==> src/design/mfds_pkg.sv <==
// Shared types and constants for the melt fraction / Darcy source pipeline.
// No dependencies; used by the pipeline modules, the top level and the testbench.
`default_nettype none

package mfds_pkg;

   localparam int IDX_W  = 24;
   localparam int TEMP_W = 32;
   localparam int CP_W   = 31;
   localparam int FRAC_W = 17;
   localparam int VOL_W  = 31;
   localparam int SRC_W  = 48;
   localparam int CU_W   = 40;

   localparam int ADDR_W = 6;
   localparam int DATA_W = 64;

   // Darcy quotient: (Cu * sq) / (a3 + q)
   localparam int NUM_W       = 56;
   localparam int DEN_W       = 18;
   localparam int DIV_BITS    = 4;
   localparam int DIV_STAGES  = NUM_W / DIV_BITS;

   localparam logic [FRAC_W-1:0] FRAC_ONE = 17'd65536;

   typedef enum logic [2:0] {
      REG_MELT_TEMPERATURE    = 3'd0,
      REG_RELAXATION          = 3'd1,
      REG_INVERSE_LATENT_HEAT = 3'd2,
      REG_MUSHY_CONSTANT      = 3'd3,
      REG_SMALL_OFFSET        = 3'd4,
      REG_BUOYANCY_X          = 3'd5,
      REG_BUOYANCY_Y          = 3'd6,
      REG_BUOYANCY_Z          = 3'd7
   } reg_index_type;

   localparam logic [31:0]       RST_MELT_TEMPERATURE    = 32'd0;
   localparam logic [16:0]       RST_RELAXATION          = 17'd58982;
   localparam logic [31:0]       RST_INVERSE_LATENT_HEAT = 32'd0;
   localparam logic [CU_W-1:0]   RST_MUSHY_CONSTANT      = 40'd6553600000;
   localparam logic [16:0]       RST_SMALL_OFFSET        = 17'd66;
   localparam logic [SRC_W-1:0]  RST_BUOYANCY            = 48'd0;

   typedef struct packed {
      logic [31:0]      melt_temperature;
      logic [16:0]      relaxation;
      logic [31:0]      inverse_latent_heat;
      logic [CU_W-1:0]  mushy_constant;
      logic [16:0]      small_offset;
      logic [SRC_W-1:0] buoyancy_x;
      logic [SRC_W-1:0] buoyancy_y;
      logic [SRC_W-1:0] buoyancy_z;
   } cfg_type;

   // Per-cell results that ride along with the Darcy quotient
   typedef struct packed {
      logic [IDX_W-1:0]  cell_index;
      logic [FRAC_W-1:0] fraction;
      logic [TEMP_W-1:0] excess;
      logic [SRC_W-1:0]  source_x;
      logic [SRC_W-1:0]  source_y;
      logic [SRC_W-1:0]  source_z;
      logic [VOL_W-1:0]  volume;
   } carry_type;

endpackage

`default_nettype wire

==> src/design/mfds_darcy.sv <==
// Carman-Kozeny numerator and denominator from the new liquid fraction.
// Three register stages; depends on mfds_pkg.
`default_nettype none

module mfds_darcy (
   input  wire logic                             clock,
   input  wire logic                             reset,
   input  wire logic                             en,
   input  wire mfds_pkg::cfg_type                cfg,
   input  wire logic                             in_valid,
   input  wire mfds_pkg::carry_type              in_carry,
   output logic                                  out_valid,
   output mfds_pkg::carry_type                   out_carry,
   output logic [mfds_pkg::NUM_W-1:0]            out_num,
   output logic [mfds_pkg::DEN_W-1:0]            out_den
);

   logic [2:0]  v_ff;
   logic [16:0] om_in;
   logic [33:0] a2p_in, sqp_in, a3p_in;
   logic [56:0] nump_in;
   logic [17:0] den_in;

   mfds_pkg::carry_type d1_carry_ff, d2_carry_ff, d3_carry_ff;
   logic [16:0] d1_a2_ff, d1_sq_ff;
   logic [16:0] d2_a3_ff;
   logic [mfds_pkg::NUM_W-1:0] d2_num_ff, d3_num_ff;
   logic [mfds_pkg::DEN_W-1:0] d3_den_ff;

   always_ff @(posedge clock) begin
      if (reset) begin
         v_ff <= '0;
      end else if (en) begin
         v_ff <= {v_ff[1:0], in_valid};
      end
   end

   always_comb begin
      om_in   = mfds_pkg::FRAC_ONE - in_carry.fraction;
      a2p_in  = 34'(in_carry.fraction) * 34'(in_carry.fraction);
      sqp_in  = 34'(om_in) * 34'(om_in);
      a3p_in  = 34'(d1_a2_ff) * 34'(d1_carry_ff.fraction);
      nump_in = 57'(cfg.mushy_constant) * 57'(d1_sq_ff);
      den_in  = 18'(d2_a3_ff) + 18'(cfg.small_offset);
      // guard the zero divisor
      if (den_in == '0) begin
         den_in = 18'd1;
      end
   end

   always_ff @(posedge clock) begin
      if (en) begin
         d1_carry_ff <= in_carry;
         d1_a2_ff    <= a2p_in[32:16];
         d1_sq_ff    <= sqp_in[32:16];
         d2_carry_ff <= d1_carry_ff;
         d2_a3_ff    <= a3p_in[32:16];
         d2_num_ff   <= nump_in[mfds_pkg::NUM_W-1:0];
         d3_carry_ff <= d2_carry_ff;
         d3_num_ff   <= d2_num_ff;
         d3_den_ff   <= den_in;
      end
   end

   assign out_valid = v_ff[2];
   assign out_carry = d3_carry_ff;
   assign out_num   = d3_num_ff;
   assign out_den   = d3_den_ff;

endmodule

`default_nettype wire

==> config.mk <==
export PLATFORM = sky130hd
export DESIGN_NAME = mfds_darcy
export DESIGN_NICKNAME = d
export VERILOG_FILES = /design/src/design/mfds_pkg.sv /design/src/design/mfds_darcy.sv
export SDC_FILE = /design/constraint.sdc
export NUM_CORES = 2
export LEC_CHECK = 0
export ABC_AREA = 0
export BUFFER_PORTS_ARGS = -buffer_cell sky130_fd_sc_hd__buf_2
export CORE_AREA = 2 2 373 448
export DETAILED_ROUTE_END_ITERATION = 10
export DIE_AREA = 0 0 375 450
export HOLD_SLACK_MARGIN = 0.12
export PLACE_DENSITY = 0.73
export SLEW_MARGIN = 20
export SYNTH_ARGS = -nofsm -noshare
export SYNTH_HDL_FRONTEND = slang
export SYNTH_SLANG_ARGS = --single-unit
==> constraint.sdc <==
create_clock -name clock -period 16 [get_ports clock]
set_input_delay 4.8 -clock clock [delete_from_list [all_inputs] [get_ports clock]]
set_output_delay 4.8 -clock clock [all_outputs]
set_load 0.1 [all_outputs]
==> results.sh <==
export IMPL_rr_worst_depth=21
export IMPL_synth_mux_area_share_pct=0.0561
export IMPL_period_share_pct=80.1
export IMPL_synth_top_family_by_area="adder cells"
export IMPL_first_pass_iters=5
export IMPL_post_cts_setup_buffers=0
export IMPL_cp_startpoint="in_carry[218]"
export IMPL_drt_vias_per_instance=5.18
export IMPL_drtIter0Drc=3123
export IMPL_rows=163
export IMPL_nets=8904
export IMPL_cts_made_buffers=91
export IMPL_synth_edff_count=925
export IMPL_fp_coreArea_sq_mm=0.164
export IMPL_h_tree_depth=3
export IMPL_die_h_microns=450
export IMPL_cts_root_buf="clkbuf_16"
export IMPL_synthesis_area_sq_mm=0.0736
export IMPL_whs_ns=0.399
export IMPL_tightest_slew_ns=1.13
export IMPL_dp_hpwl_mm=143
export IMPL_area_growth_pct=11.8
export IMPL_track_usage_pct=22.6
export IMPL_critPathKind="input pin to flop"
export IMPL_setup_viol=0
export IMPL_relSlewSlack_pct=24.8
export IMPL_crit_path_end_kind="flop"
export IMPL_timing_final_max_slew_violations=0
export IMPL_min_period_ns=12.81
export IMPL_synth_cells=6197
export IMPL_grt_first_pass_wirelength_mm=288
export IMPL_synthTopCellsByArea="edfxtp_1 38%, fa_1 32%, ha_1 7.7%, inv_1 7.2%, nand2_1 4.4%"
export IMPL_grt_max_degree=213
export IMPL_cp_slowest_cell="xnor2_1"
export IMPL_crit_end="d1_sq_ff[16]$_DFFE_PP_"
export IMPL_die_area_sq_mm=0.169
export IMPL_synth_top_area_share_pct=37.8
export IMPL_crit_reg2reg_launch="d1_sq_ff[2]$_DFFE_PP_"
export IMPL_cpMostUsedCell="fa_1"
export IMPL_max_cap_viol_count=0
export IMPL_vias=46600
export IMPL_antenna_found_initial=64
export IMPL_die_w_microns=375
export IMPL_synth_ff_type="edfxtp_1"
export IMPL_clk_pin_slew_worst_paths_ns=0.07
export IMPL_synthSimpleGateAreaFrac_pct=9.53
export IMPL_synth_compound_area_share_pct=3.15
export IMPL_worst_path_max_fanout=16
export IMPL_gp_congestion=0.917
export IMPL_max_stage_delay_ns=0.83
export IMPL_finalWirelength_mm=188
export IMPL_grt_ovfl_total=0
export IMPL_fin_area_sq_mm=0.0822
export IMPL_worstPathRequired_ns=16.46
export IMPL_dpl_cell_area_sq_mm=0.0789
export IMPL_outcome="finished, final reports clean"
export IMPL_yosysSeqAreaShare_pct=37.8
export IMPL_grt_pass1_vias=50400
export IMPL_layout_drive_gt1_share_pct=12.2
export IMPL_io_buffers=631
export IMPL_cts_sinks=928
export IMPL_crit_cells=27
export IMPL_fin_skew_ns=0.0428
export IMPL_rsz0062_at_grt="false"
export IMPL_synth_top_area_cell="edfxtp_1"
export IMPL_cp_top_family="adder cells"
export IMPL_clkLatencyLatePin_ns=0.73
export IMPL_routedWlPerCell_microns=20.9
export IMPL_cts_hold_fix_buffers=0
export IMPL_drc_errors=0
export IMPL_cts_tree="done"
export IMPL_min_path_cells=0
export IMPL_clockBufferDepth=3
export IMPL_syn_nets=8351
export IMPL_synth_area_per_cell_sq_um=11.9
export IMPL_arrival_ns=13.27
export IMPL_r2r_slack_ns=8.42
export IMPL_crit_buf_inv=9
export IMPL_critPathLaunchType="input pin"
export IMPL_async_flop_share_pct=0
export IMPL_hold_violations=0
export IMPL_ys_warn_count=0
export IMPL_synthAdderAreaFrac_pct=39.5
export IMPL_r2r_end="d2_num_ff[55]$_DFFE_PP_"
export IMPL_fin_setup_tns_ns=0
export IMPL_io_pins=857
export IMPL_fmax_mhz=78.1
export IMPL_synth_ff_latch_count=928
export IMPL_ctsResizeCount=0
export IMPL_synth_xor_area_share_pct=1.65
export IMPL_start_util_pct=44.8
export IMPL_synth_distinct_cells=71
export IMPL_min_path_type="flop to flop"
export IMPL_ant_nets=0
-- per-layer routing --
layer	vias to the layer above	routed length, microns	track usage (%)
met5	-	446	0
li1	20300	-	-
met1	23800	69700	27.3
met2	1959	94200	39.1
met4	70	7460	8.69
met3	500	16400	5.23
-- how the worst min path moves through the flow --
| stage | startpoint | end | slack [ns] |
|---|---|---|---|
| finish | d2_carry_ff[188]$_DFFE_PP_ | out_carry[188]$_DFFE_PP_ | 0.40 |
| CTS | d1_carry_ff[8]$_DFFE_PP_ | d2_carry_ff[8]$_DFFE_PP_ | 0.39 |
| global placement | d1_carry_ff[142]$_DFFE_PP_ | d2_carry_ff[142]$_DFFE_PP_ | 0.40 |
| floorplan | d1_carry_ff[0]$_DFFE_PP_ | d2_carry_ff[0]$_DFFE_PP_ | 0.40 |
| global route | d1_carry_ff[8]$_DFFE_PP_ | d2_carry_ff[8]$_DFFE_PP_ | 0.40 |
| detailed placement | d1_carry_ff[108]$_DFFE_PP_ | d2_carry_ff[108]$_DFFE_PP_ | 0.40 |
-- sequential cells by signal, summed over array words and instances (netlist names) --
name / flops
d1_a2_ff: 17
d1_carry_ff: 248
d1_sq_ff: 17
d2_a3_ff: 17
d2_carry_ff: 248
d2_num_ff: 56
out_carry: 248
out_den: 18
out_num: 56
v_ff: 3
-- through the flow --
step | instances | setup WS [ns] | util [%]
floorplan | 6197 | 3.88 | -
global placement | 8801 | 2.56 | 48.1
detailed placement | 8801 | 2.49 | 48.1
CTS | 8972 | 3.29 | 50.0
global route | 8978 | 2.74 | 50.1
finish | 8986 | 3.19 | 50.1
-- cell type report --
type / instances / area (sq um)
Fill cell: 14200 / 82000
Multi-Input combinational cell: 3641 / 39600
Sequential cell: 928 / 27800
Inverter: 1420 / 5330
Timing Repair Buffer: 668 / 3500
Tap cell: 2145 / 2680
Clock buffer: 102 / 2320
Clock inverter: 69 / 883
Antenna cell: 13 / 32.5
-- synthesized netlist by cell type (6+ instances only) --
library cell / instances
inv_1: 1408
clkbuf_1: 208
nand3_1: 28
fa_1: 1168
and3_1: 6
o211ai_1: 9
a211oi_1: 10
a21oi_1: 96
nand2_1: 861
o21ai_0: 47
or3_1: 7
a21o_1: 45
o21a_1: 34
and2_1: 369
nand4_1: 11
o21bai_1: 14
edfxtp_1: 925
nor2_1: 154
nor2b_1: 9
o21ai_1: 11
ha_1: 452
clkinv_1: 8
nand2b_1: 19
a31oi_1: 13
nor3_1: 37
o31ai_1: 9
xor2_1: 41
xnor2_1: 98
-- logic make-up after synthesis --
kind of cell | Yosys count
flops | 928
buf+inv | 1628
xor+xnor | 139
fa+ha+maj | 1620
simple gates | 1531
mux | 4
compound gates | 347
-- cells in the final DEF, fill, tap and decap left out, drive strengths merged, types with 5 or more instances in the layout --
cell and count:
nand3 28, edfxtp 925, o31ai 10, inv 1418, o21ai 58, or3 7
o311ai 5, diode 13, ha 452, a2111oi 5, nor2 154, and2 369
nor2b 10, clkinv 46, xnor2 98, clkinvlp 12, nor3 37, nand4 11
a31oi 13, nor4 5, bufinv 13, o21a 34, or4 5, buf 668
and3 6, a21o 45, nand2b 19, xor2 41, fa 1168, o2111ai 5
a21oi 96, o21bai 14, a211oi 11, clkbuf 102, o211ai 9, and4 5
o31a 5, nand2 861
Power is left out: the tool's default activity adds up to more than one toggle a clock period on the data nets, which glitch-free logic cannot reach.
