### config.mk
export PLATFORM = sky130hd
export DESIGN_NAME = mfds_back
export DESIGN_NICKNAME = d
export VERILOG_FILES = /design/src/design/mfds_pkg.sv /design/src/design/mfds_back.sv
export SDC_FILE = /design/constraint.sdc
export NUM_CORES = 2
export LEC_CHECK = 0
export BUFFER_PORTS_ARGS = -buffer_cell sky130_fd_sc_hd__clkbuf_2
export CORE_UTILIZATION = 40
export CTS_BUF_LIST = sky130_fd_sc_hd__clkbuf_2
export DETAILED_ROUTE_END_ITERATION = 12
export GPL_ROUTABILITY_DRIVEN = 0
export PLACE_DENSITY = 0.67
export SYNTH_ARGS = -nofsm -noshare
export SYNTH_HDL_FRONTEND = slang
export SYNTH_SLANG_ARGS = --single-unit
### constraint.sdc
create_clock -name clock -period 14.5 [get_ports clock]
set_input_delay 1.45 -clock clock [delete_from_list [all_inputs] [get_ports clock]]
set_output_delay 1.45 -clock clock [all_outputs]
set_load 0.01 [all_outputs]
### src/design/mfds_pkg.sv
// Shared types and constants for the melt fraction / Darcy source pipeline.
// No dependencies; used by the pipeline modules, the top level and the testbench.
`default_nettype none

package mfds_pkg;

   localparam int IDX_W  = 24;
   localparam int TEMP_W = 32;
   localparam int CP_W   = 31;
   localparam int FRAC_W = 17;
   localparam int VOL_W  = 31;
   localparam int SRC_W  = 48;
   localparam int CU_W   = 40;

   localparam int ADDR_W = 6;
   localparam int DATA_W = 64;

   // Darcy quotient: (Cu * sq) / (a3 + q)
   localparam int NUM_W       = 56;
   localparam int DEN_W       = 18;
   localparam int DIV_BITS    = 4;
   localparam int DIV_STAGES  = NUM_W / DIV_BITS;

   localparam logic [FRAC_W-1:0] FRAC_ONE = 17'd65536;

   typedef enum logic [2:0] {
      REG_MELT_TEMPERATURE    = 3'd0,
      REG_RELAXATION          = 3'd1,
      REG_INVERSE_LATENT_HEAT = 3'd2,
      REG_MUSHY_CONSTANT      = 3'd3,
      REG_SMALL_OFFSET        = 3'd4,
      REG_BUOYANCY_X          = 3'd5,
      REG_BUOYANCY_Y          = 3'd6,
      REG_BUOYANCY_Z          = 3'd7
   } reg_index_type;

   localparam logic [31:0]       RST_MELT_TEMPERATURE    = 32'd0;
   localparam logic [16:0]       RST_RELAXATION          = 17'd58982;
   localparam logic [31:0]       RST_INVERSE_LATENT_HEAT = 32'd0;
   localparam logic [CU_W-1:0]   RST_MUSHY_CONSTANT      = 40'd6553600000;
   localparam logic [16:0]       RST_SMALL_OFFSET        = 17'd66;
   localparam logic [SRC_W-1:0]  RST_BUOYANCY            = 48'd0;

   typedef struct packed {
      logic [31:0]      melt_temperature;
      logic [16:0]      relaxation;
      logic [31:0]      inverse_latent_heat;
      logic [CU_W-1:0]  mushy_constant;
      logic [16:0]      small_offset;
      logic [SRC_W-1:0] buoyancy_x;
      logic [SRC_W-1:0] buoyancy_y;
      logic [SRC_W-1:0] buoyancy_z;
   } cfg_type;

   // Per-cell results that ride along with the Darcy quotient
   typedef struct packed {
      logic [IDX_W-1:0]  cell_index;
      logic [FRAC_W-1:0] fraction;
      logic [TEMP_W-1:0] excess;
      logic [SRC_W-1:0]  source_x;
      logic [SRC_W-1:0]  source_y;
      logic [SRC_W-1:0]  source_z;
      logic [VOL_W-1:0]  volume;
   } carry_type;

endpackage

`default_nettype wire

### src/design/mfds_back.sv
// Volume scaling of the Darcy coefficient and the output register.
// Two register stages; depends on mfds_pkg.
`default_nettype none

module mfds_back (
   input  wire logic                             clock,
   input  wire logic                             reset,
   input  wire logic                             en,
   input  wire logic                             in_valid,
   input  wire mfds_pkg::carry_type              in_carry,
   input  wire logic [mfds_pkg::NUM_W-1:0]       in_quot,
   output logic                                  out_valid,
   output mfds_pkg::carry_type                   out_carry,
   output logic [mfds_pkg::SRC_W-1:0]            out_diag
);

   logic [1:0]  v_ff;
   mfds_pkg::carry_type b1_carry_ff, b2_carry_ff;
   logic [58:0] b1_ph_ff, b1_pl_ff;
   logic [86:0] sum_in;
   logic [47:0] d_in;
   logic [47:0] b2_diag_ff;

   always_ff @(posedge clock) begin
      if (reset) begin
         v_ff <= '0;
      end else if (en) begin
         v_ff <= {v_ff[0], in_valid};
      end
   end

   always_comb begin
      sum_in = (87'(b1_ph_ff) << 28) + 87'(b1_pl_ff);
      // cap the magnitude at 2^47
      if (sum_in[86:16] > 71'h8000_0000_0000) begin
         d_in = 48'h8000_0000_0000;
      end else begin
         d_in = sum_in[63:16];
      end
   end

   always_ff @(posedge clock) begin
      if (en) begin
         b1_carry_ff <= in_carry;
         b1_ph_ff    <= 59'(in_carry.volume) * 59'(in_quot[55:28]);
         b1_pl_ff    <= 59'(in_carry.volume) * 59'(in_quot[27:0]);
         b2_carry_ff <= b1_carry_ff;
         b2_diag_ff  <= 48'd0 - d_in;
      end
   end

   assign out_valid = v_ff[1];
   assign out_carry = b2_carry_ff;
   assign out_diag  = b2_diag_ff;

endmodule

`default_nettype wire

==> results.md <==
- The worst reg2reg path endpoint is out_diag[28]$_DFFE_PP_.
- TritonCTS built the clock tree.
- The portion of synthesized area spent on multiplexers is 0.141%.
- The flow ran to the end, and the final reports show no timing, DRC or antenna violations.
- The number of rows created at floorplan is 162.
- The floorplan step set the die width to 446 um.
- The first TritonRoute pass finished after 6 iterations.
- The number of global-route vias before repair was 61100.
- For this run, asynchronously set or reset flops after synthesis account for 0%.
- In the routed layout, each cell is associated on average with a via count of 5.11.
- The worst path needs 8.85 ns of the cycle, external delays included.
- Max-cap violations in this run came to 0.
- The data required time at the worst endpoint is 15.88 ns.
- The prevailing post-synth register cell is sky130_fd_sc_hd__edfxtp_1.
- The post-route antenna net violation count is 0.
- The first routing iteration left 3872 violations.
- The number of cells on the worst hold path is 0.
- The number of endpoints with negative hold slack in the final report came to 0.
- The worst register-to-register path begins at b1_pl_ff[48]$_DFFE_PP_.
- The fmax is 113 MHz.
- The wire length on met3 is 18700 um.
- The routed design has 232000 um of wire.
- Entering global routing, the biggest net connects 179 pins.
- Across all layers, the routed design uses 56000 vias.
- The final setup violation count is 0.
- The uppermost signal routing layer after detailed routing is met5.
- The combinational family with the most area after synthesis is adder cells.
- The total half-perimeter wirelength after legalization and detailed placement is 173000 um.
- The maximum clock path buffer count is 3.
- Clock latency on the worst-skew pair, taken at its later pin, is 1.81 ns.
- The cell count after synthesis came out at 7509.
- The share of post-route cells with drive strength above 1 is 11.6%.
- The initial antenna violation count is 43.
- The slew of the pin with the lowest slew margin is 1.10 ns.
- Once the floorplan was initialized, standard cells occupied 40.3% of the core.
- STA classifies the critical path endpoint as a flop.
- The placeable core region is 195000 um^2.
- For this run, the total global-route usage over all layers was measured as 23.7%.
- The final-report max-slew violation count is 0.
- The synthesized area per cell is 10.5 um^2.
- The synthesized netlist devotes 3.96% of its cell area to compound gates.
- The post-synthesis adder-cell area fraction is 45.5%.
- The post-synthesis share of cell area spent on and, or, nand and nor gates is 14.2%.
- The worst setup path is launched from an input port.
- After detailed routing, the met2 layer carries 113000 um of wire.
- The slowest stage of the critical path is the sky130_fd_sc_hd__fa_1 cell.
- For this run the aggregate overflow at the end of global routing stands at 0.
- The routed wire length per instance is 21.1 um.
- The boundary pin count is 605.
- The worst register-to-register path has a setup slack of 7.19 ns.
- The post-CTS setup buffer count is 0.
- The met1 wire length is 87300 um.
- Summing the areas of all xor and xnor instances in the mapped netlist gives 1.64% of the synthesized area.
- Summing the sequential cell areas from Yosys gives 24.7% of the chip area.
- The final net count is 10400.
- The clock tree synthesis step divided the H-tree into 4 levels.
- The die is 446 um tall.
- The number of buffer cells added on primary ports is 604.
- In this run the most critical hold path is launched from b1_carry_ff[82]$_DFFE_PP_.
- The relative area change from synthesis to final layout is 11.7%.
- In this run, synthesis inferred 646 flip-flops with an integrated enable.
- In the routed design, unresolved DRC markers number 0.
- The flop and latch count out of synthesis is 648.
- The hold-critical path endpoint is out_carry[82]$_DFFE_PP_.
- The min-delay analysis places its worst path in the category flop to flop.
- The clock slew at the register clock pins of the worst setup and hold paths is 0.11 ns.
- In this run, CTS created clock tree buffers numbering 170.
- STA puts the critical path data arrival time at 10.23 ns.
- The root buffer selected by CTS is sky130_fd_sc_hd__clkbuf_2.
- Adding up every negative setup slack in the final design gives 0 ns.
- The number of cells traversed by the worst register-to-register path is 19.
- The ratio of final minimum period to clock period is 61.1%.
- The cell type with the highest occurrence count on the critical path is sky130_fd_sc_hd__fa_1.
- The start-to-end type of the worst setup path is input port to flop.
- The longest individual stage delay on the worst path is 0.57 ns.
- The total number of clock tree sinks is 648.
- Clock skew on the completed layout was measured at 0.305 ns.
- Setup repair after global routing left no endpoint under its margin.
- The first global-routing pass estimated 356000 um of wire.
- In this run the tightest slew margin relative to its limit is 26.4%.
- The count of distinct cell types in the synthesized netlist is 89.
- The count of yosys warnings during synthesis is 0.
- Synthesis produced a netlist with a net count of 9775.
- In this run the worst path has a maximum fanout of 27.
- The die covers 199000 um^2.
- The synthesized cell area is 78700 um^2.
## cell usage after synthesis, types with 7 or more instances
| cell | number | area share [%] |
|---|---|---|
| sky130_fd_sc_hd__inv_1 | 1681 | 8.0 |
| sky130_fd_sc_hd__fa_1 | 1504 | 38 |
| sky130_fd_sc_hd__nand2_1 | 973 | 4.6 |
| sky130_fd_sc_hd__and2_1 | 862 | 6.9 |
| sky130_fd_sc_hd__edfxtp_1 | 646 | 25 |
| sky130_fd_sc_hd__ha_1 | 454 | 7.2 |
| sky130_fd_sc_hd__clkbuf_1 | 379 | 1.8 |
| sky130_fd_sc_hd__nor2_1 | 132 | 0.63 |
| sky130_fd_sc_hd__a21oi_1 | 113 | 0.72 |
| sky130_fd_sc_hd__xnor2_1 | 101 | 1.1 |
| sky130_fd_sc_hd__a21o_1 | 63 | 0.60 |
| sky130_fd_sc_hd__o21ai_0 | 50 | 0.32 |
| sky130_fd_sc_hd__xor2_1 | 46 | 0.51 |
| sky130_fd_sc_hd__nor3_1 | 42 | 0.27 |
| sky130_fd_sc_hd__nand3_1 | 41 | 0.26 |
| sky130_fd_sc_hd__nand4_1 | 37 | 0.29 |
| sky130_fd_sc_hd__o21a_1 | 29 | 0.28 |
| sky130_fd_sc_hd__and3_1 | 26 | 0.21 |
| sky130_fd_sc_hd__a211oi_1 | 24 | 0.23 |
| sky130_fd_sc_hd__nor4_1 | 20 | 0.16 |
| sky130_fd_sc_hd__a31oi_1 | 17 | 0.14 |
| sky130_fd_sc_hd__o21bai_1 | 16 | 0.15 |
| sky130_fd_sc_hd__or3_1 | 16 | 0.13 |
| sky130_fd_sc_hd__nor2b_1 | 15 | 0.12 |
| sky130_fd_sc_hd__and4_1 | 14 | 0.16 |
| sky130_fd_sc_hd__nand2b_1 | 13 | 0.10 |
| sky130_fd_sc_hd__mux2i_1 | 10 | 0.13 |
| sky130_fd_sc_hd__o31ai_1 | 10 | 0.095 |
| sky130_fd_sc_hd__a211o_1 | 9 | 0.10 |
| sky130_fd_sc_hd__o211ai_1 | 9 | 0.086 |
| sky130_fd_sc_hd__buf_2 | 7 | 0.044 |
| sky130_fd_sc_hd__nor3b_1 | 7 | 0.067 |
| sky130_fd_sc_hd__o41ai_1 | 7 | 0.078 |
## final cells by class
class,count,area [um^2]
multi-input combinational,4791,51500
tap,2624,3280
clock inverter,66,419
inverter,1681,6310
antenna,35,87.6
clock buffer,234,1170
sequential,648,19400
fill,18100,107000
timing repair buffer,889,5740
## how the worst max path moves through the flow
stage / from / endpoint / slack [ns] / cells past startpoint
CTS: in_carry[25] / b1_pl_ff[58]$_DFFE_PP_ / 6.04 / 29
global route: in_carry[22] / b1_pl_ff[58]$_DFFE_PP_ / 5.48 / 30
finish: in_carry[25] / b1_pl_ff[58]$_DFFE_PP_ / 5.65 / 29
floorplan: in_carry[29] / b1_pl_ff[58]$_DFFE_PP_ / 5.63 / 28
detailed placement: in_carry[19] / b1_pl_ff[58]$_DFFE_PP_ / 4.22 / 29
global placement: in_carry[12] / b1_pl_ff[58]$_DFFE_PP_ / 4.34 / 29
## placed cells by master (no fill, tap or decap), types with 7 or more instances in the layout
| cell | count |
|---|---|
| sky130_fd_sc_hd__a211o_1 | 9 |
| sky130_fd_sc_hd__a211oi_1 | 23 |
| sky130_fd_sc_hd__a21o_1 | 63 |
| sky130_fd_sc_hd__a21oi_1 | 113 |
| sky130_fd_sc_hd__a31oi_1 | 17 |
| sky130_fd_sc_hd__and2_1 | 862 |
| sky130_fd_sc_hd__and3_1 | 26 |
| sky130_fd_sc_hd__and4_1 | 14 |
| sky130_fd_sc_hd__buf_4 | 62 |
| sky130_fd_sc_hd__clkbuf_2 | 837 |
| sky130_fd_sc_hd__clkinv_1 | 34 |
| sky130_fd_sc_hd__clkinv_2 | 16 |
| sky130_fd_sc_hd__diode_2 | 35 |
| sky130_fd_sc_hd__dlygate4sd3_1 | 222 |
| sky130_fd_sc_hd__edfxtp_1 | 646 |
| sky130_fd_sc_hd__fa_1 | 1504 |
| sky130_fd_sc_hd__ha_1 | 454 |
| sky130_fd_sc_hd__inv_1 | 1681 |
| sky130_fd_sc_hd__mux2i_1 | 10 |
| sky130_fd_sc_hd__nand2_1 | 973 |
| sky130_fd_sc_hd__nand2b_1 | 13 |
| sky130_fd_sc_hd__nand3_1 | 41 |
| sky130_fd_sc_hd__nand4_1 | 37 |
| sky130_fd_sc_hd__nor2_1 | 132 |
| sky130_fd_sc_hd__nor2b_1 | 15 |
| sky130_fd_sc_hd__nor3_1 | 42 |
| sky130_fd_sc_hd__nor3b_1 | 7 |
| sky130_fd_sc_hd__nor4_1 | 20 |
| sky130_fd_sc_hd__o211ai_1 | 9 |
| sky130_fd_sc_hd__o21a_1 | 29 |
| sky130_fd_sc_hd__o21ai_0 | 50 |
| sky130_fd_sc_hd__o21bai_1 | 16 |
| sky130_fd_sc_hd__o31ai_1 | 10 |
| sky130_fd_sc_hd__o41ai_1 | 7 |
| sky130_fd_sc_hd__or3_1 | 16 |
| sky130_fd_sc_hd__xnor2_1 | 101 |
| sky130_fd_sc_hd__xor2_1 | 46 |
## per-stage QoR
stage | instance area, um^2 | setup WS, ns | utilization, % | std cells | hold slack (ns)
2_1_floorplan | 78700 | 5.63 | - | 7509 | 0.400
3_3_place_gp | 84100 | 4.34 | 43.1 | 10400 | 0.400
3_5_place_dp | 84100 | 4.22 | 43.1 | 10400 | 0.405
4_1_cts | 87900 | 6.04 | 45.0 | 10900 | 0.0139
5_1_grt | 87900 | 5.48 | 45.1 | 11000 | 0.184
6_report | 88000 | 5.65 | 45.1 | 11000 | 0.284
## routing by layer
| metal | vias up | track usage [%] |
|---|---|---|
| li1 | 24200 | - |
| met1 | 28800 | 28.3 |
| met2 | 2440 | 40.4 |
| met3 | 538 | 5.03 |
| met4 | 18 | 11.5 |
| met5 | - | 0 |
## critical path, delay by kind of cell
kind                       cells  cell delay (ns)
AOI/OAI and AO/OA             11             3.00
xor gates and xnor gates       1             0.12
adders and majority gates      8             3.94
buffers and inverters          8             1.44
and+or+nand+nor                1             0.24
## cells by family after synthesis
logic type,Yosys count
fa+ha+maj,1958
buf+inv,2070
mux,11
flops,648
compound gates,447
simple gates,2228
xor+xnor,147
## state kept, by name, summed over array words and instances, names as in the netlist
signal and count:
out_diag 48, v_ff 2, b1_pl_ff 43, b1_ph_ff 59
out_carry 248, b1_carry_ff 248
## repair_timing
action | in CTS | in global routing
gates resized for setup | 0 | 0
endpoints found under the hold margin | 222 | 0
hold buffers | 222 | 0
Power is left out: the tool's default activity adds up to more than one toggle a clock period on the data nets, which glitch-free logic cannot reach.
